`src/bps_pkg.sv`:
```
`timescale 1ns / 1ps

package bps_pkg;

    localparam int TIME_W    = 32;
    localparam int REQ_W     = 3;
    localparam int CNT_W     = 8;
    localparam int CFG_W     = 16;
    localparam int CFG_IDX_W = 3;
    localparam int S_DATA_W  = 40;   // time_ms + request, padded to bytes
    localparam int M_DATA_W  = 8;    // three flags, padded to a byte

    // default pattern repeat counts
    localparam int HURRY_PULSES_DEF = 3;
    localparam int DECAY_STEPS_DEF  = 7;
    localparam int LOW_CYCLES_DEF   = 80;

    // configuration register indexes
    localparam logic [CFG_IDX_W-1:0] CFG_SHORT    = 3'd0;
    localparam logic [CFG_IDX_W-1:0] CFG_LONG     = 3'd1;
    localparam logic [CFG_IDX_W-1:0] CFG_REST     = 3'd2;
    localparam logic [CFG_IDX_W-1:0] CFG_INTER    = 3'd3;
    localparam logic [CFG_IDX_W-1:0] CFG_WAIT     = 3'd4;
    localparam logic [CFG_IDX_W-1:0] CFG_ONCE     = 3'd5;
    localparam logic [CFG_IDX_W-1:0] CFG_LOW_ODD  = 3'd6;
    localparam logic [CFG_IDX_W-1:0] CFG_LOW_EVEN = 3'd7;

    // register reset values
    localparam logic [CFG_W-1:0] SHORT_RST    = 16'd100;
    localparam logic [CFG_W-1:0] LONG_RST     = 16'd250;
    localparam logic [CFG_W-1:0] REST_RST     = 16'd50;
    localparam logic [CFG_W-1:0] INTER_RST    = 16'd100;
    localparam logic [CFG_W-1:0] WAIT_RST     = 16'd100;
    localparam logic [CFG_W-1:0] ONCE_RST     = 16'd25;
    localparam logic [CFG_W-1:0] LOW_ODD_RST  = 16'd2;
    localparam logic [CFG_W-1:0] LOW_EVEN_RST = 16'd5;

    typedef enum logic [REQ_W-1:0] {
        REQ_NONE   = 3'd0,
        REQ_SHORT  = 3'd1,
        REQ_LONG   = 3'd2,
        REQ_DOUBLE = 3'd3,
        REQ_HURRY  = 3'd4,
        REQ_DECAY  = 3'd5,
        REQ_ONCE   = 3'd6,
        REQ_LOW    = 3'd7
    } req_t;

    typedef enum logic [6:0] {
        PH_IDLE    = 7'b0000001,
        PH_ON      = 7'b0000010,
        PH_DBL_ON  = 7'b0000100,
        PH_DBL_GAP = 7'b0001000,
        PH_HURRY   = 7'b0010000,
        PH_DECAY   = 7'b0100000,
        PH_LOW     = 7'b1000000
    } phase_t;

    typedef struct packed {
        logic [CFG_W-1:0] short_ms;
        logic [CFG_W-1:0] long_ms;
        logic [CFG_W-1:0] rest_ms;
        logic [CFG_W-1:0] inter_ms;
        logic [CFG_W-1:0] wait_ms;
        logic [CFG_W-1:0] once_ms;
        logic [CFG_W-1:0] low_odd_ms;
        logic [CFG_W-1:0] low_even_ms;
    } cfg_t;

    // buzzer_on ends up in bit 0
    typedef struct packed {
        logic pending;
        logic busy_res;
        logic buzzer_on;
    } res_t;

endpackage

```
`src/bps_cfg_regs.sv`:
```
`timescale 1ns / 1ps

module bps_cfg_regs (
    input  logic                          clk,
    input  logic                          rst_n,
    input  logic                          cfg_we,
    input  logic [bps_pkg::CFG_IDX_W-1:0] cfg_addr,
    input  logic [bps_pkg::CFG_W-1:0]     cfg_wdata,
    output bps_pkg::cfg_t                 cfg
);
    import bps_pkg::*;

    cfg_t cfg_reg;

    always_ff @(posedge clk or negedge rst_n)
    begin
        if (!rst_n)
        begin
            cfg_reg.short_ms    <= SHORT_RST;
            cfg_reg.long_ms     <= LONG_RST;
            cfg_reg.rest_ms     <= REST_RST;
            cfg_reg.inter_ms    <= INTER_RST;
            cfg_reg.wait_ms     <= WAIT_RST;
            cfg_reg.once_ms     <= ONCE_RST;
            cfg_reg.low_odd_ms  <= LOW_ODD_RST;
            cfg_reg.low_even_ms <= LOW_EVEN_RST;
        end
        else if (cfg_we)
        begin
            unique case (cfg_addr)
                CFG_SHORT:    cfg_reg.short_ms    <= cfg_wdata;
                CFG_LONG:     cfg_reg.long_ms     <= cfg_wdata;
                CFG_REST:     cfg_reg.rest_ms     <= cfg_wdata;
                CFG_INTER:    cfg_reg.inter_ms    <= cfg_wdata;
                CFG_WAIT:     cfg_reg.wait_ms     <= cfg_wdata;
                CFG_ONCE:     cfg_reg.once_ms     <= cfg_wdata;
                CFG_LOW_ODD:  cfg_reg.low_odd_ms  <= cfg_wdata;
                CFG_LOW_EVEN: cfg_reg.low_even_ms <= cfg_wdata;
                default:      cfg_reg <= cfg_reg;
            endcase
        end
    end

    assign cfg = cfg_reg;

endmodule

```
`src/bps_core.sv`:
```
`timescale 1ns / 1ps

module bps_core #(
    parameter int HURRY_PULSES = bps_pkg::HURRY_PULSES_DEF,
    parameter int DECAY_STEPS  = bps_pkg::DECAY_STEPS_DEF,
    parameter int LOW_CYCLES   = bps_pkg::LOW_CYCLES_DEF
) (
    input  logic                       clk,
    input  logic                       rst_n,
    input  logic                       advance,
    input  logic [bps_pkg::TIME_W-1:0] time_ms,
    input  logic [bps_pkg::REQ_W-1:0]  request,
    input  bps_pkg::cfg_t              cfg,
    output bps_pkg::res_t              res
);
    import bps_pkg::*;

    localparam logic [CNT_W-1:0]  HURRY_INIT = CNT_W'(2 * HURRY_PULSES - 1);
    localparam logic [CNT_W-1:0]  DECAY_INIT = CNT_W'(2 * DECAY_STEPS - 1);
    localparam logic [CNT_W-1:0]  LOW_INIT   = CNT_W'(2 * LOW_CYCLES - 1);
    localparam logic [TIME_W-1:0] DECAY_LEN  = TIME_W'(DECAY_STEPS);

    phase_t             phase_reg, phase_next;
    logic [TIME_W-1:0]  deadline_reg, deadline_next;
    logic [CNT_W-1:0]   count_reg, count_next;
    logic [TIME_W-1:0]  quiet_reg, quiet_next;
    logic [REQ_W-1:0]   pend_reg, pend_next;
    logic               pin_reg, pin_next;

    logic [REQ_W-1:0]   pend_eff;
    logic               go;
    logic               start;
    phase_t             ph_s, ph_e;
    logic [TIME_W-1:0]  len_s;
    logic [CNT_W-1:0]   cnt_s, cnt_e, cnt_dec;
    logic [TIME_W:0]    start_sum;
    logic [TIME_W-1:0]  dl_e;
    logic               early;
    logic [TIME_W-1:0]  exp_op, exp_sum;
    logic               cnt_zero;

    assign pend_eff = (request != REQ_NONE) ? request : pend_reg;
    assign go       = (time_ms >= quiet_reg);
    assign start    = go && (pend_eff != REQ_NONE) && (phase_reg == PH_IDLE);

    // first phase of the requested pattern
    always_comb
    begin
        ph_s  = PH_IDLE;
        len_s = '0;
        cnt_s = count_reg;
        unique case (req_t'(pend_eff))
            REQ_SHORT:
            begin
                ph_s  = PH_ON;
                len_s = TIME_W'(cfg.short_ms);
            end
            REQ_LONG:
            begin
                ph_s  = PH_ON;
                len_s = TIME_W'(cfg.long_ms);
            end
            REQ_DOUBLE:
            begin
                ph_s  = PH_DBL_ON;
                len_s = TIME_W'(cfg.short_ms);
            end
            REQ_HURRY:
            begin
                ph_s  = PH_HURRY;
                len_s = TIME_W'(cfg.rest_ms);
                cnt_s = HURRY_INIT;
            end
            REQ_DECAY:
            begin
                ph_s  = PH_DECAY;
                len_s = DECAY_LEN;
                cnt_s = DECAY_INIT;
            end
            REQ_ONCE:
            begin
                ph_s  = PH_ON;
                len_s = TIME_W'(cfg.once_ms);
            end
            REQ_LOW:
            begin
                ph_s  = PH_LOW;
                len_s = TIME_W'(cfg.low_odd_ms);
                cnt_s = LOW_INIT;
            end
            default:
            begin
                ph_s  = PH_IDLE;
            end
        endcase
    end

    // a fresh deadline is still ahead when the length is nonzero and did not wrap
    assign start_sum = {1'b0, time_ms} + {1'b0, len_s};
    assign ph_e      = start ? ph_s : phase_reg;
    assign cnt_e     = start ? cnt_s : count_reg;
    assign dl_e      = start ? start_sum[TIME_W-1:0] : deadline_reg;
    assign early     = start ? ((len_s != '0) && !start_sum[TIME_W])
                             : (time_ms < deadline_reg);
    assign cnt_dec   = cnt_e - CNT_W'(1);
    assign cnt_zero  = (cnt_dec == '0);

    // length added to the tick time when the current phase runs out
    always_comb
    begin
        unique case (ph_e)
            PH_ON:      exp_op = TIME_W'(cfg.wait_ms);
            PH_DBL_ON:  exp_op = TIME_W'(cfg.inter_ms);
            PH_DBL_GAP: exp_op = TIME_W'(cfg.short_ms);
            PH_HURRY:   exp_op = cnt_zero ? TIME_W'(cfg.wait_ms) : TIME_W'(cfg.rest_ms);
            PH_DECAY:   exp_op = cnt_zero ? TIME_W'(cfg.wait_ms) : TIME_W'(cnt_dec);
            PH_LOW:
            begin
                if (cnt_zero)
                    exp_op = TIME_W'(cfg.wait_ms);
                else if (cnt_dec[0])
                    exp_op = TIME_W'(cfg.low_odd_ms);
                else
                    exp_op = TIME_W'(cfg.low_even_ms);
            end
            default:    exp_op = TIME_W'(cfg.wait_ms);
        endcase
    end

    assign exp_sum = time_ms + exp_op;

    always_comb
    begin
        phase_next    = phase_reg;
        deadline_next = deadline_reg;
        count_next    = count_reg;
        quiet_next    = quiet_reg;
        pend_next     = pend_eff;
        pin_next      = pin_reg;
        if (go)
        begin
            phase_next    = ph_e;
            deadline_next = dl_e;
            count_next    = cnt_e;
            pend_next     = start ? REQ_NONE : pend_eff;
            unique case (ph_e)
                PH_ON:
                begin
                    if (early)
                        pin_next = 1'b1;
                    else
                    begin
                        phase_next = PH_IDLE;
                        pin_next   = 1'b0;
                        quiet_next = exp_sum;
                    end
                end
                PH_DBL_ON:
                begin
                    if (early)
                        pin_next = 1'b1;
                    else
                    begin
                        phase_next    = PH_DBL_GAP;
                        deadline_next = exp_sum;
                        pin_next      = 1'b0;
                    end
                end
                PH_DBL_GAP:
                begin
                    if (early)
                        pin_next = 1'b0;
                    else
                    begin
                        phase_next    = PH_ON;
                        deadline_next = exp_sum;
                        pin_next      = 1'b1;
                    end
                end
                PH_HURRY, PH_DECAY, PH_LOW:
                begin
                    if (early)
                        pin_next = cnt_e[0];
                    else
                    begin
                        count_next = cnt_dec;
                        if (cnt_zero)
                        begin
                            phase_next = PH_IDLE;
                            pin_next   = 1'b0;
                            quiet_next = exp_sum;
                        end
                        else
                            deadline_next = exp_sum;
                    end
                end
                default:
                begin
                    phase_next = ph_e;
                end
            endcase
        end
    end

    always_ff @(posedge clk or negedge rst_n)
    begin
        if (!rst_n)
        begin
            phase_reg    <= PH_IDLE;
            deadline_reg <= '0;
            count_reg    <= '0;
            quiet_reg    <= '0;
            pend_reg     <= REQ_NONE;
            pin_reg      <= 1'b0;
        end
        else if (advance)
        begin
            phase_reg    <= phase_next;
            deadline_reg <= deadline_next;
            count_reg    <= count_next;
            quiet_reg    <= quiet_next;
            pend_reg     <= pend_next;
            pin_reg      <= pin_next;
        end
    end

    assign res.buzzer_on = pin_next;
    assign res.busy_res  = (phase_next != PH_IDLE);
    assign res.pending   = (pend_next != REQ_NONE);

`ifndef ASSERT_OFF
    a_quiet_holds_phase: assert property (@(posedge clk) disable iff (!rst_n)
        advance && !go |=> phase_reg == $past(phase_reg))
        else $error("phase moved during quiet gap");

    a_pin_only_when_busy: assert property (@(posedge clk) disable iff (!rst_n)
        pin_reg |-> phase_reg != PH_IDLE)
        else $error("buzzer driven while idle");

    a_pulse_count_live: assert property (@(posedge clk) disable iff (!rst_n)
        (phase_reg == PH_HURRY || phase_reg == PH_DECAY || phase_reg == PH_LOW)
        |-> count_reg != '0)
        else $error("pulse phase with zero count");

    // a zero-length first phase may end on the start tick, so only the latch is checked
    a_start_clears_pending: assert property (@(posedge clk) disable iff (!rst_n)
        advance && start |=> pend_reg == REQ_NONE)
        else $error("pattern start did not consume request");
`endif

endmodule

```
`src/buzzer_pattern_sequencer_top.sv`:
```
`timescale 1ns / 1ps

// buzzer pattern sequencer: every s_axis transaction is one millisecond tick
// (time stamp plus optional pattern request) and produces exactly one
// m_axis transaction with the held buzzer pin level, a busy flag and a
// pending-request flag. a nonzero request replaces the latched one; an idle
// sequencer starts it once the post-pattern quiet gap has passed. throughput
// is one tick per clock while m_axis_tready keeps the result register
// draining: the tick sits in an input register, one pass of compare/add logic
// updates the sequencer state and fills the result register, and the input
// register refills while a result waits. phase lengths other than the decay
// steps come from eight 16-bit registers written through cfg_we/cfg_addr/cfg_wdata;
// the user must write them only while no tick is in flight, which the block does
// not enforce; indexes are short, long, rest, inter, wait, once, low_odd, low_even
module buzzer_pattern_sequencer_top #(
    parameter int HURRY_PULSES = bps_pkg::HURRY_PULSES_DEF,
    parameter int DECAY_STEPS  = bps_pkg::DECAY_STEPS_DEF,
    parameter int LOW_CYCLES   = bps_pkg::LOW_CYCLES_DEF
) (
    input  logic                          clk,
    input  logic                          rst_n,
    // tick input
    input  logic                          s_axis_tvalid,
    output logic                          s_axis_tready,
    input  logic [bps_pkg::S_DATA_W-1:0]  s_axis_tdata,  // time_ms[31:0], request[34:32]
    // result output
    output logic                          m_axis_tvalid,
    input  logic                          m_axis_tready,
    output logic [bps_pkg::M_DATA_W-1:0]  m_axis_tdata,  // buzzer_on[0], busy_res[1], pending[2]
    // configuration writes
    input  logic                          cfg_we,
    input  logic [bps_pkg::CFG_IDX_W-1:0] cfg_addr,
    input  logic [bps_pkg::CFG_W-1:0]     cfg_wdata
);
    import bps_pkg::*;

    cfg_t               cfg;
    res_t               res;

    // input stage
    logic               in_valid_reg;
    logic [TIME_W-1:0]  in_time_reg;
    logic [REQ_W-1:0]   in_req_reg;

    // result stage
    logic               out_valid_reg;
    res_t               out_res_reg;

    logic               advance;
    logic               s_take;

    // tick moves into the result register when that slot is free or draining
    assign advance       = in_valid_reg && (!out_valid_reg || m_axis_tready);
    assign s_axis_tready = !in_valid_reg || advance;
    assign s_take        = s_axis_tvalid && s_axis_tready;

    always_ff @(posedge clk or negedge rst_n)
    begin
        if (!rst_n)
            in_valid_reg <= 1'b0;
        else if (s_axis_tready)
            in_valid_reg <= s_axis_tvalid;
    end

    always_ff @(posedge clk)
    begin
        if (s_take)
        begin
            in_time_reg <= s_axis_tdata[TIME_W-1:0];
            in_req_reg  <= s_axis_tdata[TIME_W +: REQ_W];
        end
    end

    always_ff @(posedge clk or negedge rst_n)
    begin
        if (!rst_n)
            out_valid_reg <= 1'b0;
        else if (advance)
            out_valid_reg <= 1'b1;
        else if (m_axis_tready)
            out_valid_reg <= 1'b0;
    end

    always_ff @(posedge clk)
    begin
        if (advance)
            out_res_reg <= res;
    end

    bps_cfg_regs u_cfg (
        .clk       (clk),
        .rst_n     (rst_n),
        .cfg_we    (cfg_we),
        .cfg_addr  (cfg_addr),
        .cfg_wdata (cfg_wdata),
        .cfg       (cfg)
    );

    bps_core #(
        .HURRY_PULSES (HURRY_PULSES),
        .DECAY_STEPS  (DECAY_STEPS),
        .LOW_CYCLES   (LOW_CYCLES)
    ) u_core (
        .clk     (clk),
        .rst_n   (rst_n),
        .advance (advance),
        .time_ms (in_time_reg),
        .request (in_req_reg),
        .cfg     (cfg),
        .res     (res)
    );

    assign m_axis_tvalid = out_valid_reg;
    assign m_axis_tdata  = {{(M_DATA_W - $bits(res_t)){1'b0}}, out_res_reg};

endmodule
```
`config.mk`:
```
export PLATFORM = sky130hd
export DESIGN_NAME = buzzer_pattern_sequencer_top
export DESIGN_NICKNAME = d
export VERILOG_FILES = /design/src/bps_pkg.sv /design/src/bps_cfg_regs.sv /design/src/bps_core.sv /design/src/buzzer_pattern_sequencer_top.sv
export SDC_FILE = /design/constraint.sdc
export NUM_CORES = 1
export LEC_CHECK = 0
export BUFFER_PORTS_ARGS = -buffer_cell sky130_fd_sc_hd__buf_2
export CORE_UTILIZATION = 59
export DETAILED_ROUTE_END_ITERATION = 12
export HOLD_SLACK_MARGIN = 0.12
export PLACE_DENSITY_LB_ADDON = 0.12
export SLEW_MARGIN = 20
export SYNTH_ARGS = -nofsm -noshare
export SYNTH_HDL_FRONTEND = slang
export SYNTH_SLANG_ARGS = --single-unit
```
`constraint.sdc`:
```
create_clock -name clk -period 12.6 [get_ports clk]
set_input_delay 0 -clock clk [delete_from_list [all_inputs] [get_ports clk]]
set_output_delay 0 -clock clk [all_outputs]
set_load 0.02 [all_outputs]
```
==> run metrics, run 1 <==
clk slew on worst S/H paths 0.06 ns; status completed; storage element area 6500 sq um; Post-route DRC 0; Iter 0 DRT Violations 1197; Setup TNS 0 ns; Die Y 164 um; Root Buffer clkbuf_16; combinational share of power 0.223; RSZ-0062 raised after global routing no; Startpoint Class register; DR vias 12600; H-tree depth 1; Slew Limit Fails 0; worst hold path type in2reg; final layout net count 1800; final setup vio count 0; die area 27000 sq um; Crit Path Category reg2reg; mean post-synth cell area 10.2 sq um; Max Clk Rate 118 MHz; MaxCap Viol Count 0; Yosys reg bits 251; Net Sw Frac 0.303; PwrDens 134 nW/um^2; Setup Skew slightly above 0.01 ns; post-CTS setup buffers 0; clock group share of total power 0.346; detailed placement HPWL 29.3 mm; routability cong. approximately 0.94; Worst Tran Pin Value 1.12 ns; Core Footprint 25900 sq um; antenna-violating nets left 0; Worst setup EP type register; share of layout cells above drive strength 1 0.196; internal power roughly 1.7 mW; Crit path largest cell delay between 0.8 and 0.9 ns; CP max FO 20; Skew-Pair Late Insertion Delay 0.57 ns; Most used DFF post-synth dfrtp_1; first-pass detailed-route iteration total 6; diode count 0; initial core utilization 0.599; Core Util, Final 0.685; global-route wire length before repair 67.6 mm; initial antenna violation count 0; Critical-path top delay cell o31ai_4; worst slack, placed 4.34 ns; num ports 74; max reg flops 128; final WL 42.8 mm; wire per inst 21.4 um; EDFF count, synth 38; clock buffer depth 3; fin crit period approximately 8.5 ns; cts repair resizes 0; Max-slew headroom 0.256; Final Hold Vio Count 0; GRT Overall Usage 0.326; cell count after synthesis 1528; Max VDD drop 0.000136 V; largest net degree at the start of global routing 81; fill count 1973; Leakage Power 7.66 nW; CTS sink count 251; area occupied by multi-input gates 8430 sq um; die width 164 um; CTS Hold Bufs 62; synth-to-layout area growth 14.3%; synth warn 0; FFs w/ async S/R, synth 0.849; TritonCTS clock tree yes; Final Cycle Share 0.674; number of distinct library cells after synthesis 99; vias in the first global route 12400; count of standard-cell rows 59; I/O Buffers 63; post-DR vias/cell 6.34; WP data arrival 9.00 ns; Sequential Power Share 0.431; final worst slack approximately 4.1 ns; Overflow after GRT 0; Req. time, crit path 13.10 ns; sw power 719 uW; post-synthesis sequential area ratio 0.419; total CTS buffers 29; Post-Synthesis Cell Area 15500 sq um
critical path: cells and delay by family, from the launching register on:
kind / cells / cell delay, ns
AO/OA/AOI/OAI: 16 / 4.75
adder cells (fa/ha/maj): 4 / 1.31
buffers and inverters: 2 / 0.43
flip-flops: 1 / 0.49
AND/OR/NAND/NOR: 8 / 1.42
layer usage:
metal	vias to the layer above	part of all wire	GRT usage
met4	0	0.037	0.132
met5	-	0	0
met3	87	0.065	0.0384
met2	482	0.47	0.536
met1	6183	0.43	0.439
li1	5888	-	-
power groups by stage:
stage / Clock (mW) / Combinational, mW / Sequential [mW]
after floorplan: 0 / 0.370 / 1.01
after detailed placement: 0 / 0.502 / 1.04
final: 0.821 / 0.529 / 1.02
after global placement: 0 / 0.489 / 1.03
after global routing: 0.867 / 0.576 / 1.04
after CTS: 0.833 / 0.523 / 1.02
through the flow:
| stage | cell area (sq um) | hold WS (ns) | cells | total power [mW] |
|---|---|---|---|---|
| after floorplan | 15500 | -0.296 | 1532 | 1.38 |
| after global routing | 17800 | 0.144 | 1995 | 2.48 |
| after global placement | 16200 | -0.00611 | 1877 | 1.52 |
| after CTS | 17700 | 0.126 | 1994 | 2.38 |
| final | 17800 | 0.141 | 1995 | 2.37 |
| after detailed placement | 16200 | -0.00716 | 1878 | 1.54 |
logic make-up (layout without fill, tap and decap cells):
| kind of cell | after synthesis | count (layout) | share of synthesized area |
|---|---|---|---|
| AOI/OAI and AO/OA | 430 | 430 | 0.189 |
| xor gates and xnor gates | 51 | 51 | 0.0288 |
| adders and majority gates | 99 | 99 | 0.0807 |
| buffers and inverters | 166 | 294 | 0.0446 |
| DFF | 251 | 251 | 0.419 |
| muxes | 167 | 167 | 0.118 |
| other | 1 | 5 | 0.000241 |
| and+or+nand+nor | 363 | 363 | 0.120 |
path summary, 6_finish.rpt:
kind / start / to / slack, ns / cells after the start
max: in_time_reg[5] / u_core.deadline_reg[26] / 4.10 / 30
min: s_axis_tdata[11] / in_time_reg[11] / 0.14 / 2
max reg2reg: in_time_reg[5] / u_core.deadline_reg[26] / 4.10 / 30
min reg2reg: u_core.deadline_reg[18] / u_core.deadline_reg[18] / 0.49 / 2
max in group asynchronous: rst_n / u_cfg.cfg[44] / 10.21 / 5
min in group asynchronous: rst_n / u_core.phase_reg[0] / 0.54 / 3
cell usage in the layout, fill, tap and decap left out, drive strengths merged, types with 61 or more instances in the layout:
master and n:
dfrtp 188, mux2 132, nand2 125, o21ai 113
inv 101, ha 97, a21oi 86, buf 80
nor2 78, dlygate4sd3 61
cell type report:
| cell class | count | area share |
|---|---|---|
| Clock buffer | 39 | 0.0459 |
| Clock inverter | 15 | 0.00683 |
| Inverter | 99 | 0.0209 |
| Multi-Input combinational cell | 1115 | 0.475 |
| Sequential cell | 251 | 0.366 |
| Tap cell | 335 | 0.0236 |
| Timing Repair Buffer | 141 | 0.0619 |
synthesized netlist by cell type (13+ instances only):
master | count | area (sq um)
buf_2 | 17 | 85.1
mux2i_1 | 35 | 350
a222oi_1 | 20 | 200
ha_1 | 97 | 1210
o21ai_0 | 85 | 425
nand2_1 | 125 | 469
xnor2_1 | 41 | 359
a22oi_1 | 14 | 105
mux2_2 | 130 | 1460
a211oi_1 | 18 | 135
dfrtp_1 | 188 | 4700
edfxtp_1 | 38 | 1140
nand4_1 | 18 | 113
clkbuf_1 | 37 | 139
nand2b_1 | 14 | 87.6
nor2_1 | 75 | 282
o21ai_1 | 26 | 130
nand3_1 | 25 | 125
a21o_1 | 30 | 225
inv_1 | 97 | 364
a31oi_1 | 17 | 106
a2bb2oi_1 | 13 | 114
a21oi_1 | 84 | 420
dfstp_2 | 25 | 657
nor3_1 | 19 | 95.1
o211ai_1 | 15 | 113
(Power assumes the default switching activity.)
==> run 2, diff against run 1 <==
Settings changed: CORE_UTILIZATION 59 to 57.
Clock period 12.6 ns to 7.8 ns, I/O delays scaled along.
==> run 2 against run 1 <==
Compared with the run above: via count is 1.1% higher; first-iteration DRC count fell by 15%; clock skew rose by 0.0017 ns; hold slack worse by 0.0073 ns; clock power grew 75%; critical path depth is 1 lower; highest routed layer unchanged.
==> run metrics, run 2 (synthesis gave the netlist of run 1 again) <==
status completed; die area 27900 sq um; wire per inst 21.5 um; RSZ-0062 raised after global routing no; detailed placement HPWL 30.7 mm; grt peak-use layer met2; GRT Overall Usage 0.319; antenna-violating nets left 0; I/O Buffers 63; Critical path origin in_time_reg[9]; Max-slew headroom 0.279; first-pass detailed-route iteration total 5; Crit path largest cell delay 0.48 ns; post-CTS setup buffers 0; num ports 74; Core Footprint 26900 sq um; post-DR vias/cell 6.24; Post-route DRC 0; WP data arrival 7.79 ns; Crit Path Category reg2reg; final layout net count ~1800; total design power 3.98 mW; count of standard-cell rows 60; Req. time, crit path approximately 8.2 ns; die width about 170 um; Slew Limit Fails 0; grt met1 use 0.435; clock buffer depth 3; share of layout cells above drive strength 1 0.222; Final Hold Vio Count 0; Root Buffer clkbuf_16; Max VDD drop 0.000191 V; commonest non-fill, non-tap cell in the layout dfrtp_1; final setup vio count 0; Worst setup EP type register; DR vias 12800; final worst slack 0.433 ns; most frequent cells in the layout 188 x dfrtp_1, 130 x mux2_2, 124 x nand2_1, 97 x inv_1, 97 x ha_1; Die Y between 150 and 200 um; MaxCap Viol Count 0; Skew-Pair Late Insertion Delay between 0.5 and 0.6 ns; worst hold path type in2reg; synth-to-layout area growth 16.8%; total CTS buffers 29; Max Clk Rate 136 MHz; clk slew on worst S/H paths 0.06 ns; Iter 0 DRT Violations 1019; Global Route met2 Usage 0.528; Overflow after GRT 0; Final Cycle Share 0.945; global-route wire length before repair 69.3 mm; Setup Skew between 0.01 and 0.015 ns; CP max FO 13; worst slack, placed 0.500 ns; vias in the first global route 12500; TritonCTS clock tree yes; fin crit period 7.37 ns; initial core utilization 0.578; H-tree depth 1; GR Util met3 0.0409; Setup TNS 0 ns; Hold Slack 0.134 ns; max reg flops 128; worst hold start s_axis_tdata[13]; initial antenna violation count 1; Startpoint Class register; routability cong. roughly 0.95; CP most frequent cell o21ai_0; PwrDens approximately 220 nW/um^2; Worst Tran Pin Value about 1.1 ns; diode count 0; Leakage Power between 7 and 8 nW; largest net degree at the start of global routing just over 80; Critical-path top delay cell edfxtp_1; CTS sink count roughly 250; launching point of the worst reg2reg path in_time_reg[9]; final WL 44.0 mm
==> run 2: changes by cell type in the layout (fill, tap and decap cells not counted), sizes merged <==
cell,change
dlygate4sd3,-1
clkinv,+1
buf,+46
bufinv,+3
clkbuf,-3
clkinvlp,-1
==> run 2: final cells by class <==
| class | count | area, sq um |
|---|---|---|
| multi-input combinational | 1115 | 8400 |
| sequential | 251 | 6500 |
| timing repair buffer | 186 | 1420 |
| clock inverter | 18 | 215 |
| tap | 341 | 427 |
| fill | 2140 | 8730 |
| inverter | 99 | 372 |
| clock buffer | 36 | 802 |
==> run 2: final timing paths <==
| check | slack (ns) | end | depth (start not counted) |
|---|---|---|---|
| worst min-delay path | 0.13 | in_time_reg[13] | 2 |
| worst min register to register | 0.49 | u_core.quiet_reg[0] | 1 |
| max in group asynchronous | 6.48 | u_core.deadline_reg[26] | 4 |
| worst max-delay path | 0.43 | u_core.deadline_reg[18] | 29 |
| worst max register to register | 0.43 | u_core.deadline_reg[18] | 29 |
| min in group asynchronous | 0.58 | u_core.phase_reg[0] | 3 |
==> run 2: stage by stage <==
step                      std cells  area [sq um]   util
after global routing           2046         18100  0.675
after detailed placement       1931         16500  0.614
after CTS                      2046         18100  0.675
after floorplan                1532         15500      -
final                          2046         18100  0.675
after global placement         1931         16500  0.614
==> run 2: metal layers <==
layer / vias up / wire length [um]
met5: - / 0
met1: 6273 / 19200
li1: 5964 / -
met2: 456 / 20600
met4: 0 / 1360
met3: 84 / 2770
==> run 2: power breakdown <==
part           total (mW)  switching (mW)  internal (mW)
Sequential           1.64           0.125           1.52
Clock                1.44           0.580          0.864
Combinational       0.891           0.481          0.410
==> run 2: timing repair <==
action | in CTS | in global routing
hold buffers | 61 | 0
setup endpoints to repair | 0 | 1
resized for setup | 0 | 1
hold endpoints to repair | 243 | 0
==> run 2: worst max-delay path: cells and delay by family, from the launching register on <==
| kind | cells | cell delay (ns) |
|---|---|---|
| muxes | 1 | 0.18 |
| adders and majority gates | 3 | 1.04 |
| AOI/OAI and AO/OA | 17 | 3.91 |
| DFF | 1 | 0.48 |
| and+or+nand+nor | 5 | 1.13 |
| buffers and inverters | 2 | 0.34 |
| xor gates and xnor gates | 1 | 0.14 |
==> run 3, diff against run 2 <==
Settings changed: SYNTH_HIERARCHICAL set to 1.
==> run 3 against run 2 <==
Compared with the run above: sequential share of layout area decreased by 0.25 points; hold slack better by 0.0095 ns; area after synthesis increased by 0.66%; synthesized cell count is 0.39% higher; cell area is 0.70% higher; combinational power grew to 2.9 times the previous value; clock power fell by 8%; non-clock buffer count rose by 28; largest power group is now combinational logic; highest routed layer unchanged.
==> run metrics, run 3 <==
clock buffer depth 3; Leakage Power ~8 nW; Max Clk Rate 139 MHz; DP Area 16800 sq um; Root Buffer clkbuf_16; Max VDD drop just over 0.0002 V; Final Hold Vio Count 0; total design power 5.81 mW; Critical-path top delay cell edfxtp_1; cell count after synthesis 1534; TritonCTS clock tree yes; top post-synthesis cells by count 188 x dfrtp_1, 133 x nand2_1, 121 x mux2_2, 105 x a21oi_1, 98 x ha_1; Skew-Pair Late Insertion Delay 0.57 ns; Core Util, Final 0.678; Req. time, crit path 8.22 ns; Post-route DRC 0; Slew Limit Fails 0; largest net degree at the start of global routing 73; RSZ-0062 raised after global routing no; final setup vio count 0; Critical path origin in_time_reg[31]; clk slew on worst S/H paths around 0.06 ns; Most used DFF post-synth dfrtp_1; CP most frequent cell buf_4; Iter 0 DRT Violations around 1300; Die Y about 170 um; Crit path largest cell delay ~0.52 ns; final layout net count between 1500 and 2000; Cell Count, Final, Fillers Out 2076; most frequent cells in the layout 188 x dfrtp_1, 133 x nand2_1, 121 x mux2_2, 105 x a21oi_1, 98 x ha_1; I/O Buffers 63; Max-slew headroom 0.251; first-pass detailed-route iteration total 6; final WL 44.7 mm; RR Endpoint u_core/deadline_reg[21]; Post-Synthesis Cell Area between 15000 and 20000 sq um; FFs w/ async S/R, synth 0.849; launching point of the worst reg2reg path in_time_reg[31]; commonest non-fill, non-tap cell in the layout dfrtp_1; routability cong. 0.940; DR vias roughly 13000; diode count 0; fin crit period 7.20 ns; top cells by area, synth dfrtp_1 30%, mux2_2 8.7%, ha_1 7.8%, edfxtp_1 7.3%, dfstp_2 4.2%; count of standard-cell rows 60; wire per inst 21.5 um; worst hold path type in2reg; Startpoint Class register; synth-to-layout area growth 16.8%; antenna-violating nets left 0; mean post-synth cell area approximately 10 sq um; die area 28100 sq um; number of distinct library cells after synthesis a little under 100; Setup TNS 0 ns; status completed; H-tree depth 1; post-CTS setup buffers 0; Yosys reg bits 251; finished layout cell area 18300 sq um; share of layout cells above drive strength 1 0.228; num ports 74; MaxCap Viol Count 0; placed insts 1966; EDFF count, synth 38; count leader, synth dfrtp_1; GRT Overall Usage 0.321; die width 168 um; initial core utilization 0.580; fill count 2156; post-DR vias/cell between 6 and 7; Worst Setup EP u_core/deadline_reg[21]; CP max FO 6; max reg flops 128; vias in the first global route 12900; Synth top area share 0.301; Crit Path Category reg2reg; synth warn 6; Synth area leader dfrtp_1; Worst Tran Pin Value 1.11 ns; Worst setup EP type register; global-route wire length before repair 70.1 mm; WP data arrival 7.62 ns; PwrDens 318 nW/um^2; Worst Reg-to-Reg Cells 33; FF-to-FF setup slack approximately 0.60 ns; detailed placement HPWL 31.7 mm; initial antenna violation count 0; Final Cycle Share 0.923; Setup Skew 0.0144 ns; Core Footprint approximately 27000 sq um; total CTS buffers 29; CTS sink count ~250; post-synthesis sequential area ratio 0.416; Overflow after GRT 0
## run 3: changes by cell type after synthesis, sizes merged, moves of 11 or more
cell	change
a21oi	+22
o21ai	-20
o22ai	+15
xor2	+13
a22oi	+12
a2bb2oi	-12
a31oi	-12
buf	+11
## run 3: through the flow
step	worst slack (ns)	hold slack, ns
after floorplan	0.647	-0.296
final	0.599	0.143
after global placement	0.805	0.0788
after CTS	0.578	0.126
after global routing	0.0785	0.136
after detailed placement	0.629	0.0782
## run 3: area by class of cell
cell class	instances	area, sq um	share of cell area
multi-input cells	1128	8470	0.463
flip-flops and latches	251	6500	0.356
repair buffers	214	1620	0.0886
clock buffers	42	825	0.0451
well taps	341	427	0.0234
inverters	89	334	0.0183
clock inverters	11	97.6	0.00534
## run 3: critical path, delay by kind of cell (launching register included)
family / cells / cell delay [ns]
AND/OR/NAND/NOR: 6 / 1.07
buffers and inverters: 7 / 1.01
flip-flops: 1 / 0.52
multiplexers: 1 / 0.18
AO/OA/AOI/OAI: 15 / 3.23
XOR/XNOR: 1 / 0.15
adder cells (fa/ha/maj): 3 / 0.86
## run 3: worst min-delay path by stage
stage	startpoint	endpoint	slack [ns]	cells after the start
2_1_floorplan	rst_n	in_valid_reg	-0.30	0
6_report	s_axis_tdata[11]	in_time_reg[11]	0.14	2
3_5_place_dp	rst_n	u_core/quiet_reg[16]	0.08	1
5_1_grt	s_axis_tdata[11]	in_time_reg[11]	0.14	2
4_1_cts	s_axis_tdata[15]	in_time_reg[15]	0.13	2
3_3_place_gp	rst_n	u_core/quiet_reg[16]	0.08	1
## run 3: timing repair
action,4_1_cts,5_1_grt
endpoints found under the setup margin,0,3
resized for setup,0,1
hold endpoints to repair,290,0
hold buffers,57,0
## run 3: logic make-up (layout without fill, tap and decap cells)
logic type / Yosys count / in the layout / synth area share
compound gates: 424 / 424 / 0.185
simple gates: 380 / 380 / 0.123
flops: 251 / 251 / 0.416
mux: 165 / 165 / 0.119
buf+inv: 159 / 356 / 0.0466
fa+ha+maj: 100 / 100 / 0.0810
xor+xnor: 54 / 54 / 0.0302
other cells: 1 / 5 / 0.000240
## run 3: metal layers
layer	GRT usage	wire length, um	up-vias	share of wire
li1	-	-	6030	-
met1	0.410	18400	6413	0.41
met2	0.550	21500	508	0.48
met3	0.0506	3140	104	0.070
met4	0.114	1640	0	0.037
met5	0	0	-	0
## run 3: where the power goes
group	internal, mW	switching [mW]	total, mW
Clock	0.766	0.554	1.32
Combinational	1.09	1.47	2.57
Sequential	1.70	0.222	1.93
Total	3.56	2.25	5.81
